$ cat config.mk
export PLATFORM = sky130hd
export DESIGN_NAME = rea_div
export DESIGN_NICKNAME = d
export VERILOG_FILES = /design/src/rtl/rea_pkg.sv /design/src/rtl/rea_div.sv
export SDC_FILE = /design/constraint.sdc
export NUM_CORES = 1
export LEC_CHECK = 0
export ABC_AREA = 1
export BUFFER_PORTS_ARGS = -buffer_cell sky130_fd_sc_hd__buf_2
export CORE_MARGIN = 5
export CORE_UTILIZATION = 50
export CTS_BUF_LIST = sky130_fd_sc_hd__clkbuf_4
export CTS_CLUSTER_SIZE = 20
export DETAILED_ROUTE_END_ITERATION = 10
export HOLD_SLACK_MARGIN = 0.12
export PLACE_DENSITY = 0.79
export SETUP_SLACK_MARGIN = 0.5
export SYNTH_ARGS = -nofsm -noshare
export SYNTH_HDL_FRONTEND = slang
export SYNTH_SLANG_ARGS = --single-unit
$ cat constraint.sdc
create_clock -name aclk -period 8.9 [get_ports aclk]
set_clock_uncertainty 0.15 [all_clocks]
set_input_delay 1.78 -clock aclk [delete_from_list [all_inputs] [get_ports aclk]]
set_output_delay 1.78 -clock aclk [all_outputs]
set_load 0.005 [all_outputs]
$ cat src/rtl/rea_pkg.sv
// ---------------------------------------------------------------------------
// rea_pkg
// Shared types and constants for the rectangle-ellipse aperture check.
// ---------------------------------------------------------------------------
`default_nettype none
package rea_pkg;

    localparam int POS_W     = 32;
    localparam int SIZE_W    = 23;
    localparam int FRAC_BITS = 16;
    localparam int T_W       = FRAC_BITS + 1;
    localparam int NUM_W     = POS_W + FRAC_BITS;
    localparam int IDX_W     = 6;
    localparam int CFG_W     = 7;
    localparam int NSIZE     = 4;

    localparam logic CMD_WRITE = 1'b0;
    localparam logic CMD_QUERY = 1'b1;

    localparam logic [1:0] V_INSIDE    = 2'd0;
    localparam logic [1:0] V_OUT_ELL   = 2'd1;
    localparam logic [1:0] V_OUT_RECT  = 2'd2;
    localparam logic [1:0] V_BEYOND    = 2'd3;

    // multiplier op sequence
    localparam logic [3:0] OP_BLEND_LAST = 4'd3;
    localparam logic [3:0] OP_SQ_X       = 4'd4;
    localparam logic [3:0] OP_SQ_B       = 4'd7;
    localparam logic [3:0] OP_P1         = 4'd8;
    localparam logic [3:0] OP_P2         = 4'd9;
    localparam logic [3:0] OP_P3         = 4'd10;

    // size order: rect width, rect height, ellipse h, ellipse v
    typedef struct packed {
        logic [NSIZE-1:0][SIZE_W-1:0] size;
        logic [POS_W-1:0]             pos;
    } entry_t;

    localparam int ENTRY_W = $bits(entry_t);

    typedef enum logic [2:0] {
        ST_IDLE,
        ST_READ,
        ST_CHECK,
        ST_DIV,
        ST_MUL,
        ST_FINISH
    } state_t;

endpackage
`default_nettype wire

$ cat src/rtl/rea_div.sv
// ---------------------------------------------------------------------------
// rea_div
// Restoring divider, one quotient bit per cycle, for the segment fraction.
// ---------------------------------------------------------------------------
`default_nettype none
module rea_div (
    input  wire logic                        aclk,
    input  wire logic                        aresetn,
    input  wire logic                        start,
    input  wire logic [rea_pkg::NUM_W-1:0]   num,
    input  wire logic [rea_pkg::POS_W-1:0]   den,
    output logic                             done,
    output logic      [rea_pkg::T_W-1:0]     quot
);
    import rea_pkg::*;

    localparam int CW = $clog2(NUM_W + 1);

    logic [POS_W-1:0] rem_reg;
    logic [NUM_W-1:0] num_reg;
    logic [T_W-1:0]   q_reg;
    logic [CW-1:0]    cnt_reg;
    logic             busy_reg;
    logic             done_reg;
    logic [POS_W:0]   trial;
    logic             ge;

    assign trial = {rem_reg, num_reg[NUM_W-1]};
    assign ge    = trial >= {1'b0, den};

    always_ff @(posedge aclk) begin
        if (!aresetn) begin
            busy_reg <= 1'b0;
            done_reg <= 1'b0;
            cnt_reg  <= '0;
        end else begin
            done_reg <= 1'b0;
            if (start) begin
                busy_reg <= 1'b1;
                cnt_reg  <= CW'(NUM_W);
            end else if (busy_reg) begin
                cnt_reg <= cnt_reg - 1'b1;
                if (cnt_reg == CW'(1)) begin
                    busy_reg <= 1'b0;
                    done_reg <= 1'b1;
                end
            end
        end
    end

    always_ff @(posedge aclk) begin
        if (start) begin
            rem_reg <= '0;
            num_reg <= num;
            q_reg   <= '0;
        end else if (busy_reg) begin
            rem_reg <= ge ? POS_W'(trial - {1'b0, den}) : trial[POS_W-1:0];
            num_reg <= {num_reg[NUM_W-2:0], 1'b0};
            q_reg   <= {q_reg[T_W-2:0], ge};
        end
    end

    assign done = done_reg;
    assign quot = q_reg;

    always_ff @(posedge aclk) begin
        if (aresetn) begin
            assert (!(start && busy_reg))
                else $error("divider restarted while busy");
        end
    end
endmodule
`default_nettype wire

## Word level (Yosys, flattened, before mapping)

Cells that the tools add are included.
Widths: inputs -> output; s select.

- ROM bits: 0
- Output and inout bits: 18
- Register bits: 105
- Word-level logic and storage cells: 25
- Memories kept: 0
- Bits of input ports: 83
- Latch bits: 0
- Memory bits (writable): 0

- Reductions and logical operators: 3
- Add/subtract/negate cells: 2
- Order comparisons: 1
- Equal/unequal tests: 1
- Divide/modulo/power cells: 0
- Bitwise logic cells: 2
- Shift-type cells: 0
- Multiply operators: 0
- Mux-type cells: 9

Operators by type and width:

| cell | number |
|---|---|
| $mux 48 | 2 |
| $ge 33x32->1 | 1 |
| $mux 32 | 1 |
| $sub 32x32->32 | 1 |
| $mux 6 | 2 |
| $eq 6x1->1 const B | 1 |
| $sub 6x1->6 const B | 1 |
| $mux 1 | 4 |
| $reduce_or 3->1 | 1 |
| $not 1->1 | 2 |
| $reduce_bool 2->1 | 1 |
| $reduce_or 2->1 | 1 |

## Depth between registers and ports, before layout

- Depth after elaboration: 4
- Gate-level depth with buffers: 17
- Depth with buffers taken out: 17

## Least setup slack after synthesis

Ideal clock, no wire load.

- Path kind: input port to flip-flop
- Start point: input port start
- End point: register num_reg[0], enable pin
- Setup time: 0.431 ns
- Stages on the path: 4
- Path buffers: 2
- Required time: 8.319 ns
- Arrival: 3.746 ns
- Setup slack: 4.573 ns
- Path through: clkbuf_1 -> nor2_1 -> inv_1 -> buf_1

- Longest elaborated chain between the ends: 1

Ends and longest elaborated chain:

| element | RTL line | RTL |
|---|---|---|
| start: declaration | rea_div.sv:9 | `input wire logic start,` |
| $reduce_bool 2->1 (no line) | - |  |
| end signal: assignment | rea_div.sv:54 | `num_reg <= num;` |
| end signal: assignment | rea_div.sv:58 | `num_reg <= {num_reg[NUM_W-2:0], 1'b0};` |
| end: declaration | rea_div.sv:20 | `logic [NUM_W-1:0] num_reg;` |

No other way between the ends.
A chain may end at the register's enable or synchronous reset.

## Worst setup path in the final report

- Start point: input port start
- End point: register num_reg[46], enable pin

Same word-level chain as after synthesis.

==> impl_metrics.csv <==
group,metric,value,unit
timing,setup_tns,0,ps
clock_network,cts_made_buffers,9,
place,post-place-cells,1300,
yosys,synth_edf_count,48,
critical_path,crit_path_end_kind,"flop",
route,drtAntennaViolNets,0,
route,avgRoutedWirePerCell,13.0,µm
critical_path,crit_arrival,3930,ps
global_routing,grt_pass1_wl,27900,µm
power_and_ir_drop,irDropWorstVdd,117,µV
floorplan,die-area,16400,µm²
cells_and_area,area_growth,10.6,%
critical_path,crit_type,"primary input to flop",
yosys,synth.largest_area_cell,"nand2_1",
route,postRouteWirelength,17100,µm
cells_and_area,final_cell_area,7730,µm²
critical_path,cp_data_required_time,8860,ps
place,io_buffer_count,100,
run_status,violations,"design-rule violations",
clock_network,post_cts_buffers,0,
power_and_ir_drop,power_density,119,nW/µm²
route,drc,2,
global_routing,grt_use_met3,0.0404,
clock_network,htree_levels,3,
yosys,syn_inst,1045,
yosys,synth_nets,1163,
hold_path,min_path_type,"flop to flop",
yosys,ys_top_cells_by_count,"nand2_1, inv_1, nand3_1",
yosys,synth.avg_cell_area,6.69,µm²
yosys,synth.most_common_cell,"nand2_1",
timing,drv_slew,0,
cells_and_area,fin_cells,1317,
clock_network,hold_buffers,0,
global_routing,grtUsageMet2,0.348,
yosys,synthArstFlopShare,0,
global_routing,grt_max_degree,64,
route,num_vias,6515,
global_routing,gr-usage-met1,0.274,
timing,hold_violations,0,
place,placed_area,7590,µm²
clock_network,insertion_delay,480,ps
yosys,yosysSeqAreaShare,0.369,
job,drv_cap,0,
cells_and_area,drive_above_1_share,0.139,
yosys,synth_cell_types,44,
floorplan,die_height,128,µm
timing,max_freq,252,MHz
global_routing,grt_pass1_vias,6128,
yosys,ys_dominant_reg_cell,"dfxtp_1",
global_routing,grt-ovfl-total,0,
floorplan,initial_core_util,0.508,
route,via_per_inst,4.95,
place,gp_congestion,0.952,
route,firstDrtPassIters,8,
yosys,ys_seq_elements,105,
clock_network,clk_pin_slew_worst_paths,190,ps
global_routing,antenna_found_initial,1,
power_and_ir_drop,power,923,µW
yosys,synthTopCellsByArea,"nand2_1, edfxtp_1, dfxtp_1, inv_1, ha_1",
clock_network,cts-root-buf,"clkbuf_4",
clock_network,cts_sinks,105,
cells_and_area,largest_reg_flops,48,
critical_path,cpPeakStageDelay,650,ps
clock_network,post_cts_resize_count,0,
global_routing,grt_usage,0.209,
critical_path,path_cells,"buf_2 > nor2_1 > inv_2 > buf_4",
critical_path,worstPathMaxFanout,57,
floorplan,io-pin-count,101,
timing,finalSetupViolCount,0,
timing,period_needed,3960,ps
critical_path,cpMaxStageDelayCell,"buf_2",
floorplan,die_x,128,µm
place,dp_hpwl,13200,µm
floorplan,rows,43,
cells_and_area,nNetsFinal,1249,
critical_path,start_kind,"primary input",
yosys,ys_warn_count,0,
power_and_ir_drop,leakagePower,4.23,nW
route,drt-initial-drc-count,385,
timing,grt_setup_unrepaired,"no",
timing,fin_hold_ws,330,ps
clock_network,tritoncts,"yes",
yosys,synth_area,6990,µm²
yosys,yosysTopAreaCellShare,0.227,
floorplan,fp.coreArea,13800,µm²
timing,worst-slew-pin-transition,1140,ps
timing,post-route-period-util,0.445,
run_status,status,"complete, but fails checks",
clock_network,cts_max_path_buffers,2,
timing,timing.slew.headroom,0.234,
global_routing,grt-busiest-layer,"met2",
-- cell families (layout without fill, tap and decap cells) --
group,Yosys count,in the layout,share of synthesized area
adders and majority gates,35,35,0.0637
buffers and inverters,206,297,0.116
DFF,105,105,0.369
other,0,1,0
xor gates and xnor gates,14,14,0.0175
AOI/OAI and AO/OA,68,68,0.0574
and+or+nand+nor,617,617,0.375
-- critical path, delay by kind of cell --
kind	cells	cell delay, ps
buffers and inverters	3	1590
AND/OR/NAND/NOR	1	490
-- layer usage --
layer,share of wire,up-vias
met5,0,-
met4,0.021,0
met3,0.059,24
met2,0.46,186
met1,0.46,2868
li1,-,3437
-- path summary, 6_finish.rpt --
path	cells past startpoint	slack, ps	to	start
worst max-delay path	4	4940	num_reg[46]$_DFFE_PP_	start
worst min-delay path	2	330	rem_reg[31]$_SDFFE_PP0P_	rem_reg[31]$_SDFFE_PP0P_
worst max register to register	13	6130	rem_reg[2]$_SDFFE_PP0P_	rem_reg[23]$_SDFFE_PP0P_
worst min register to register	2	330	rem_reg[31]$_SDFFE_PP0P_	rem_reg[31]$_SDFFE_PP0P_
-- layout make-up --
type | instances | area (µm²)
Fill cell | 1391 | 6040
Multi-Input combinational cell | 734 | 3590
Sequential cell | 105 | 2580
Inverter | 178 | 668
Timing Repair Buffer | 103 | 523
Tap cell | 180 | 225
Clock inverter | 7 | 68.8
Clock buffer | 9 | 67.6
Antenna cell | 1 | 2.50
-- power by group --
| part | switching [mW] | leakage, nW | internal, mW | total (mW) |
|---|---|---|---|---|
| logic | 0.0841 | 3.20 | 0.0454 | 0.130 |
| registers | 0.00832 | 0.954 | 0.536 | 0.545 |
| clock network | 0.183 | 0.0774 | 0.0653 | 0.249 |
-- placed cells by master, fill, tap and decap left out, drive strengths merged, types with 2 or more instances in the layout --
cell	instances
nand2	431
inv	181
buf	103
nand3	82
nor2	63
dfxtp	57
edfxtp	48
ha	34
a21oi	23
o21ai	20
nand4	16
o22ai	14
or2	10
clkbuf	9
xnor2	8
nor3	8
xor2	6
o211ai	4
clkinv	4
nand3b	3
o21bai	2
a31oi	2
and2	2
-- metrics by stage --
stage,worst slack [ps],utilization
after floorplan,4570,-
after global placement,4490,0.551
after detailed placement,4460,0.551
after CTS,5000,0.561
after global routing,4780,0.561
final,4940,0.561
Power figures use the tool's default switching activity.
