### config.mk
export PLATFORM = sky130hd
export DESIGN_NAME = rea_ram
export DESIGN_NICKNAME = d
export VERILOG_FILES = /design/src/rtl/rea_ram.sv
export SDC_FILE = /design/constraint.sdc
export NUM_CORES = 1
export LEC_CHECK = 0
export ABC_AREA = 1
export ABC_CLOCK_PERIOD_IN_PS = 2100
export CORE_ASPECT_RATIO = 1.75
export CORE_MARGIN = 3
export CORE_UTILIZATION = 50
export DETAILED_ROUTE_END_ITERATION = 10
export DONT_BUFFER_PORTS = 1
export PLACE_DENSITY_LB_ADDON = 0.1
export SETUP_SLACK_MARGIN = 0.15
export SLEW_MARGIN = 40
export SYNTH_ARGS = -nofsm -noshare
export SYNTH_HDL_FRONTEND = slang
export SYNTH_SLANG_ARGS = --single-unit
### constraint.sdc
create_clock -name aclk -period 2.1 [get_ports aclk]
set_input_delay 0.42 -clock aclk [delete_from_list [all_inputs] [get_ports aclk]]
set_output_delay 0.42 -clock aclk [all_outputs]
set_load 0.01 [all_outputs]
### src/rtl/rea_ram.sv
// ---------------------------------------------------------------------------
// rea_ram
// Generic single-port-write, single-port-read RAM with registered read.
// ---------------------------------------------------------------------------
`default_nettype none
module rea_ram #(
    parameter int WIDTH = 8,
    parameter int DEPTH = 64
) (
    input  wire logic                     aclk,
    input  wire logic                     wr_en,
    input  wire logic [$clog2(DEPTH)-1:0] wr_addr,
    input  wire logic [WIDTH-1:0]         wr_data,
    input  wire logic                     rd_en,
    input  wire logic [$clog2(DEPTH)-1:0] rd_addr,
    output logic      [WIDTH-1:0]         rd_data
);
    logic [WIDTH-1:0] mem [DEPTH];

    always_ff @(posedge aclk) begin
        if (wr_en) begin
            mem[wr_addr] <= wr_data;
        end
        if (rd_en) begin
            rd_data <= mem[rd_addr];
        end
    end
endmodule
`default_nettype wire

Word level (Yosys, flattened, before mapping). Memories as Yosys holds them, arrays and structs flattened. A register that Yosys moved wholly into a read port is not among the register bits. Cells that the tools add are included.

Flip-flop bits (word level): 0. Bits in latches: 0. RAM bits: 512. ROM bits: 0. Input port bits: 23. Output and inout bits: 8. Word-level logic and storage cells: 3. Memories kept: 1.

$add $sub $neg: 0. $mul: 0. Divide/modulo/power cells: 0. Order comparisons: 0. Eq/ne operators: 0. Shift operators: 0. Multiplexer cells: 2. Bitwise logic cells: 0. Reductions and logical operators: 0.

Memory list: mem (depth 64, width 8, read ports 1, clocked after Yosys merged registers in 1, write ports 1, RTL line 18) `logic [WIDTH-1:0] mem [DEPTH];`.

Operators with widths (number): $mux W1 (2).

Longest topological paths before layout. Gate-level depths: netlist of the first run.

Depth in word-level cells: 2. Mapped depth: 12. Depth with buffers taken out: 9.

Worst setup path after synthesis of the first run. Ideal clock, no wire load.

Path type: in2reg. Start point: input wr_en. End point: memory mem[48][0] (enable). Setup time: 0.395 ns. Arrival: 1.791 ns. Required time: 1.705 ns. Setup slack: -0.086 ns. Stages on the path: 3. Path buffers: 1. Cell sequence: clkbuf_1 -> nand4_1 -> nor4_1.

Longest elaborated chain between the ends: 2.

Ends and longest elaborated chain: from (decl) (RTL line 11) `input wire logic wr_en,`; $mux W1 (RTL line 21) `if (wr_en) begin`; $mux W1 (not written as such) (RTL line 22) `mem[wr_addr] <= wr_data;`; to (decl) (RTL line 18).

No other way between the ends.

==> reports/results.tsv, run 1 <==
stage	metric	value	unit
status	run status	finished, final reports clean	
floorplanning	Die Footprint	45500	µm²
timing	max-slew violations	0	
routing	drt total wl	55600	µm
yosys	Synth Instances	1805	
yosys	Cell Area, Synth	21400	µm²
timing	Fin. Hold Viols	0	
worst_setup_path	slowest CP cell	buf_12	
worst_setup_path	Crit Path Category	input port to flip-flop	
timing	Worst-Margin Slew	0.677	ns
timing	Tmin final	1.50	ns
timing	final setup fails	0	
run	max-cap violation count	0	
clocking	Clock Pin Slew Worst Setup and Hold Paths	0.07	ns
hold_path	hold path start	rd_addr[5]	
global_routing	GRT overflow	0	
global_routing	Top Usage Layer GRT	met2	
floorplanning	Rows	99	
global_routing	met1 usage	0.307	
worst_setup_path	CP Max Fanout	257	
yosys	top cell type's share of synthesized area	0.729	
worst_setup_path	crit-path cells	inv_6, buf_12, nand2_1, nand3_1, nand3_1, nand2_1, nand2_1, nand3_1, nand3_1, nand2_1	
clocking	clock sink count	520	
layout	most frequent cells in the layout	nand2_1, edfxtp_1, nand3_1, buf_4, nor2_1	
layout	area grow syn2layout	10.9	%
timing	unrepaired setup endpoints after global routing	false	
timing	fmax	666	MHz
yosys	flops & latches, synth	520	
yosys	synth unique cells	15	
clocking	post-CTS setup buffer count	0	
power	Max VDD drop	563	µV
placement	Inst Count DP	2339	
global_routing	Overall Global Routing Usage	0.247	
worst_setup_path	flop-to-flop setup slack	0.64	ns
floorplanning	IO Pins	31	
power	PnR Total Power	20.8	mW
clocking	root buf cell	clkbuf_16	
worst_setup_path	CP max stage delay	0.29	ns
layout	number of nets in the layout	1864	
global_routing	met2 Use GR	0.431	
worst_setup_path	reg2reg end	rd_data[0]$_DFFE_PP_	
clocking	post-CTS sizing	0	
routing	Via density	5.62	
worst_setup_path	CP Buf/Inv Count	2	
timing	Final Skew	0.0209	ns
routing	Post-DRT Antenna Nets	0	
worst_setup_path	Arr. time, crit path	1.94	ns
floorplanning	Die Span X	162	µm
timing	crit share post-route	0.715	
worst_setup_path	R2R cell count	8	
worst_setup_path	CP endpoint	rd_data[7]$_DFFE_PP_	
hold_path	Worst Hold Class	input port to flip-flop	
layout	fillcell total	3503	
floorplanning	Die Y	280	µm
yosys	Yosys Warn Count	0	
floorplanning	core footprint	42000	µm²
layout	post-layout util	0.566	
placement	Final HPWL DP	32500	µm
floorplanning	effective utilization at floorplan	0.510	
yosys	ranking of synthesized cells by area	edfxtp_1, nand2_1, nand3_1	
worst_setup_path	Worst Setup Start Kind	input port	
layout	share of cells above drive strength 1	0.0859	
worst_setup_path	Critical Path Stages	10	
layout	commonest non-fill, non-tap cell in the layout	nand2_1	
worst_setup_path	Setup crit end kind	flip-flop	
timing	setup TNS	0	ns
clocking	clk buf depth	3	
routing	Initial DRC Count	1221	
yosys	Synth area leader	edfxtp_1	
worst_setup_path	Worst EP required	2.54	ns
timing	relative slew slack	0.548	
global_routing	largest net degree at the start of global routing	258	
global_routing	vias in the first global route	13700	
global_routing	M3 GR Usage	0.0391	
clocking	TritonCTS buffer count	46	
yosys	post-synthesis area per instance	11.9	µm²
yosys	syn_nets	1828	
routing	first-pass detailed-route iteration total	5	
placement	port bufs	0	
routing	wire per inst	22.9	µm
routing	DRC	0	
clocking	worst skew pair latency	0.57	ns
routing	vias post-DR	13700	
yosys	post-synthesis sequential area ratio	0.729	
layout	antenna cells	0	
clocking	hold_buf cts	9	
layout	Non-Filler Instances	2430	
power	leakage	8.58	nW
global_routing	first-pass GRT wire length	84500	µm
worst_setup_path	origin of the critical flop-to-flop path	mem[49][0]$_DFFE_PP_	
worst_setup_path	CP Launch Point	rd_addr[0]	
clocking	CTS tree	built	
power	Pwr per Cell Area	875	nW/µm²
placement	Placer Congestion	0.841	
worst_setup_path	CP delay by family, top	simple AND/OR/NAND/NOR gates	
clocking	CTS H-tree lvls	2	
hold_path	Worst Hold Depth	2	
global_routing	initial antenna violation count	0	
## registers in the layout, summed over array words and instances (netlist names)
name     flops
mem        512
rd_data      8
## power by group
group / internal [mW] / total (mW) / switching [mW]
Clock: 4.48 / 8.08 / 3.60
Combinational: 0.355 / 1.16 / 0.804
Sequential: 11.5 / 11.5 / 0.0375
## cells by family after synthesis
| logic type | share of synthesized area |
|---|---|
| simple gates | 0.231 |
| flops | 0.729 |
| buf+inv | 0.0401 |
## how the worst min path moves through the flow
stage                                 to  slack [ns]
finish              rd_data[6]$_DFFE_PP_        0.06
global route        rd_data[6]$_DFFE_PP_        0.07
CTS                 rd_data[6]$_DFFE_PP_        0.04
detailed placement  mem[48][6]$_DFFE_PP_        0.53
global placement    mem[48][6]$_DFFE_PP_        0.53
floorplan            mem[0][0]$_DFFE_PP_        0.52
## final cells by class
type / count / area, µm² / area share
Sequential cell: 520 / 15600 / 0.657
Multi-Input combinational cell: 1160 / 4950 / 0.208
Clock buffer: 61 / 1270 / 0.0535
Timing Repair Buffer: 101 / 1050 / 0.0440
Tap cell: 555 / 694 / 0.0292
Clock inverter: 21 / 139 / 0.00584
Inverter: 12 / 52.6 / 0.00221
## cells in the mapped netlist, drive strengths merged
cell      n
buf      98
edfxtp  520
nand3   439
nand4     9
clkbuf   15
nand2   648
nor4      8
inv      12
nor2     56
## per-stage QoR
step           area, µm²  setup slack (ns)  hold slack, ns
3_5_place_dp       22100             0.110           0.527
4_1_cts            23800             0.570          0.0384
5_1_grt            23800             0.504          0.0657
2_1_floorplan      21400           -0.0861           0.519
3_3_place_gp       22100           0.00688           0.526
6_report           23800             0.599          0.0591
## per-layer routing
metal / up-vias / part of all wire
met3: 111 / 0.057
li1: 6422 / -
met5: - / 0
met1: 6699 / 0.39
met2: 423 / 0.51
met4: 0 / 0.042
Note: power is estimated with default switching activity, not from simulation.
==> run 2, diff against run 1 <==
--- a/config.mk
+++ b/config.mk
@@ -6,7 +6,7 @@
 export NUM_CORES = 1
 export LEC_CHECK = 0
 export ABC_AREA = 1
-export ABC_CLOCK_PERIOD_IN_PS = 2100
+export ABC_CLOCK_PERIOD_IN_PS = 1400
 export CORE_ASPECT_RATIO = 1.75
 export CORE_MARGIN = 3
 export CORE_UTILIZATION = 50
==> constraint.sdc (replaced) <==
create_clock -name aclk -period 1.4 [get_ports aclk]
set_input_delay 0.28 -clock aclk [delete_from_list [all_inputs] [get_ports aclk]]
set_output_delay 0.28 -clock aclk [all_outputs]
set_load 0.01 [all_outputs]
==> run 2 against run 1 <==
Against the previous run: the run now ends with negative setup slack left; via count grew 0.76%; register-to-register slack got worse by 0.58 ns; clock power up 65%; cell area increased by 5.9%; worst hold slack lost 0.039 ns; cell count down 0.25%; flip-flop and latch count did not move; critical path type unchanged; largest cell class unchanged.
==> reports/results.tsv, run 2 (same netlist as run 1, synthesis figures left out) <==
stage	metric	value	unit	change
status	run status	finished, violations left		
status	failing checks	negative setup slack		
layout	max FFs per register	512		unchanged
hold_path	Worst Hold Class	input port to flip-flop		
power	Pwr per Cell Area	1300	nW/µm²	+48%
power	Net Sw Frac	0.210		-0.00379
layout	FF+latch area	15600	µm²	unchanged
layout	most frequent cells in the layout	nand2_1, edfxtp_1, nand3_1, nand3_2, buf_4		
timing	Final Skew	0.0102	ns	-0.0107 ns
power	logic gate share of total power	0.063		+0.007
worst_setup_path	CP Max Fanout	257		unchanged
clocking	CTS H-tree lvls	2		unchanged
timing	Final Worst Setup Slack	-0.114	ns	-0.713 ns
worst_setup_path	CP Buf/Inv Count	2		unchanged
power	switching power	6.86	mW	+54%
floorplanning	core footprint	42000	µm²	unchanged
clocking	worst skew pair latency	0.56	ns	about the same
power	internal power	25.8	mW	+58%
clocking	Clock Pin Slew Worst Setup and Hold Paths	0.06	ns	about the same
clocking	post-CTS setup buffer count	0		unchanged
worst_setup_path	Worst EP required	1.83	ns	-0.71 ns
worst_setup_path	Arr. time, crit path	1.94	ns	about the same
timing	crit share post-route	1.08		
global_routing	vias in the first global route	13900		+1.5%
routing	Initial DRC Count	1043		-15%
timing	Tmin final	1.51	ns	
floorplanning	Die Span X	162	µm	unchanged
timing	Fin. Hold Viols	0		unchanged
routing	drt total wl	55400	µm	-0.44%
placement	Placer Congestion	0.840		about the same
global_routing	largest net degree at the start of global routing	258		unchanged
global_routing	GRT overflow	0		unchanged
global_routing	first-pass GRT wire length	83900	µm	-0.68%
clocking	clk buf depth	3		unchanged
floorplanning	IO Pins	31		unchanged
global_routing	Overall Global Routing Usage	0.246		-0.000846
placement	DP Area	22600	µm²	+2.1%
layout	Final Cell Area	25200	µm²	+5.9%
clocking	clock sink count	520		unchanged
power	leakage	8.96	nW	+4.4%
floorplanning	Die Footprint	45500	µm²	unchanged
clocking	root buf cell	clkbuf_16		
power	clock network fraction of total power	0.407		+0.018
placement	port bufs	0		unchanged
run	max-cap violation count	0		unchanged
layout	number of nets in the layout	1857		-0.38%
clocking	CTS tree	built		
worst_setup_path	Worst Setup Start Kind	input port		
power	Max VDD drop	1010	µV	+79%
layout	commonest non-fill, non-tap cell in the layout	nand2_1		
floorplanning	Die Y	280	µm	unchanged
timing	fmax	661	MHz	
floorplanning	effective utilization at floorplan	0.510		unchanged
layout	Top reg by flops	mem		
worst_setup_path	slowest CP cell	inv_8		
layout	fillcell total	3331		-4.9%
timing	Worst-Margin Slew	0.640	ns	-0.0372 ns
worst_setup_path	CP max stage delay	0.33	ns	+0.04 ns
placement	dpl ws	-0.460	ns	-0.570 ns
timing	relative slew slack	0.572		+0.0239
worst_setup_path	Setup crit end kind	flip-flop		
worst_setup_path	Crit Path Category	input port to flip-flop		
routing	Post-DRT Antenna Nets	0		unchanged
layout	top flop regs	mem (512), rd_data (8)		
timing	max-slew violations	0		unchanged
worst_setup_path	Crit path top cell by count	nand2_1		
worst_setup_path	CP delay by family, top	simple AND/OR/NAND/NOR gates		
layout	area grow syn2layout	17.5	%	
layout	share of cells above drive strength 1	0.193		+0.107
layout	Multi-input gate area	5990	µm²	+21%
clocking	TritonCTS buffer count	47		+2.2%
routing	vias post-DR	13800		+0.76%
timing	final setup fails	8		+8
placement	Final HPWL DP	32300	µm	-0.56%
routing	first-pass detailed-route iteration total	5		unchanged
global_routing	initial antenna violation count	1		+1
worst_setup_path	crit-path cells	inv_8, buf_12, nand2_1, nand3_1, nand3_2, nand2_1, nand2_1, nand3_2, nand3_2, nand2_1		
routing	wire per inst	22.9	µm	-0.19%
power	Flop pwr share	0.530		-0.025
timing	unrepaired setup endpoints after global routing	true		
floorplanning	Rows	99		unchanged
routing	DRC	0		unchanged
routing	Via density	5.68		+1.0%
## run 2: cell count changes in the layout (fill, tap and decap cells not counted), sizes merged
cell,previous run,this run
bufinv,2,8
buf,100,90
dlygate4sd3,1,3
clkbuf,61,57
clkinv,19,16
clkinvlp,0,3
inv,12,11
diode,0,1
## run 2: final timing paths
path | from | to | slack (ns) | cells past startpoint
worst max register to register | mem[9][7]$_DFFE_PP_ | rd_data[7]$_DFFE_PP_ | 0.06 | 8
worst max-delay path | rd_addr[0] | rd_data[7]$_DFFE_PP_ | -0.11 | 10
worst min-delay path | rd_addr[4] | rd_data[6]$_DFFE_PP_ | 0.02 | 3
worst min register to register | mem[46][7]$_DFFE_PP_ | rd_data[7]$_DFFE_PP_ | 0.91 | 8
## run 2: layer usage
layer  up-vias  global-route usage  wire length, µm
met5         -                   0                0
met4         0               0.105             2650
met3       141              0.0312             2470
met2       365               0.450            29600
met1      6850               0.290            20700
li1       6403                   -                -
## run 2: area by class of cell
class,count,area share
flip-flops and latches,520,0.620
multi-input cells,1160,0.238
clock buffers,57,0.0499
repair buffers,93,0.0480
well taps,555,0.0276
clock inverters,26,0.0130
inverters,12,0.00293
diodes,1,0.0000994
## run 2: repair_timing
item / in CTS / in global routing
resized for setup: 111 / 53
endpoints found under the setup margin: 16 / 16
pin swaps: 87 / 50
hold endpoints to repair: 528 / 0
hold buffers: 11 / 0
## run 2: per-stage QoR
step	power (mW)	std cells	utilization	setup TNS, ns	hold slack (ns)
after floorplan	19.0	1805	-	-151.15	0.379
after detailed placement	19.2	2329	0.538	-6.76	0.386
after global routing	33.6	2423	0.599	-0.00349	0.0218
final	32.6	2424	0.599	-0.550	0.0199
after global placement	19.2	2329	0.538	-4.84	0.387
after CTS	32.8	2423	0.594	0	0.0178
## run 2: tightest hold or removal path, cell delays in order
cell	delay (ns)
nand3_4	0.05
nand3_2	0.06
nand2_1	0.07
## run 2: power by group through the flow
stage | combinational (mW) | sequential (mW) | clock, mW
2_1_floorplan | 1.32 | 17.6 | 0
3_3_place_gp | 1.51 | 17.6 | 0
3_5_place_dp | 1.52 | 17.6 | 0
4_1_cts | 2.01 | 17.3 | 13.5
5_1_grt | 2.23 | 17.3 | 14.0
6_report | 2.05 | 17.3 | 13.3
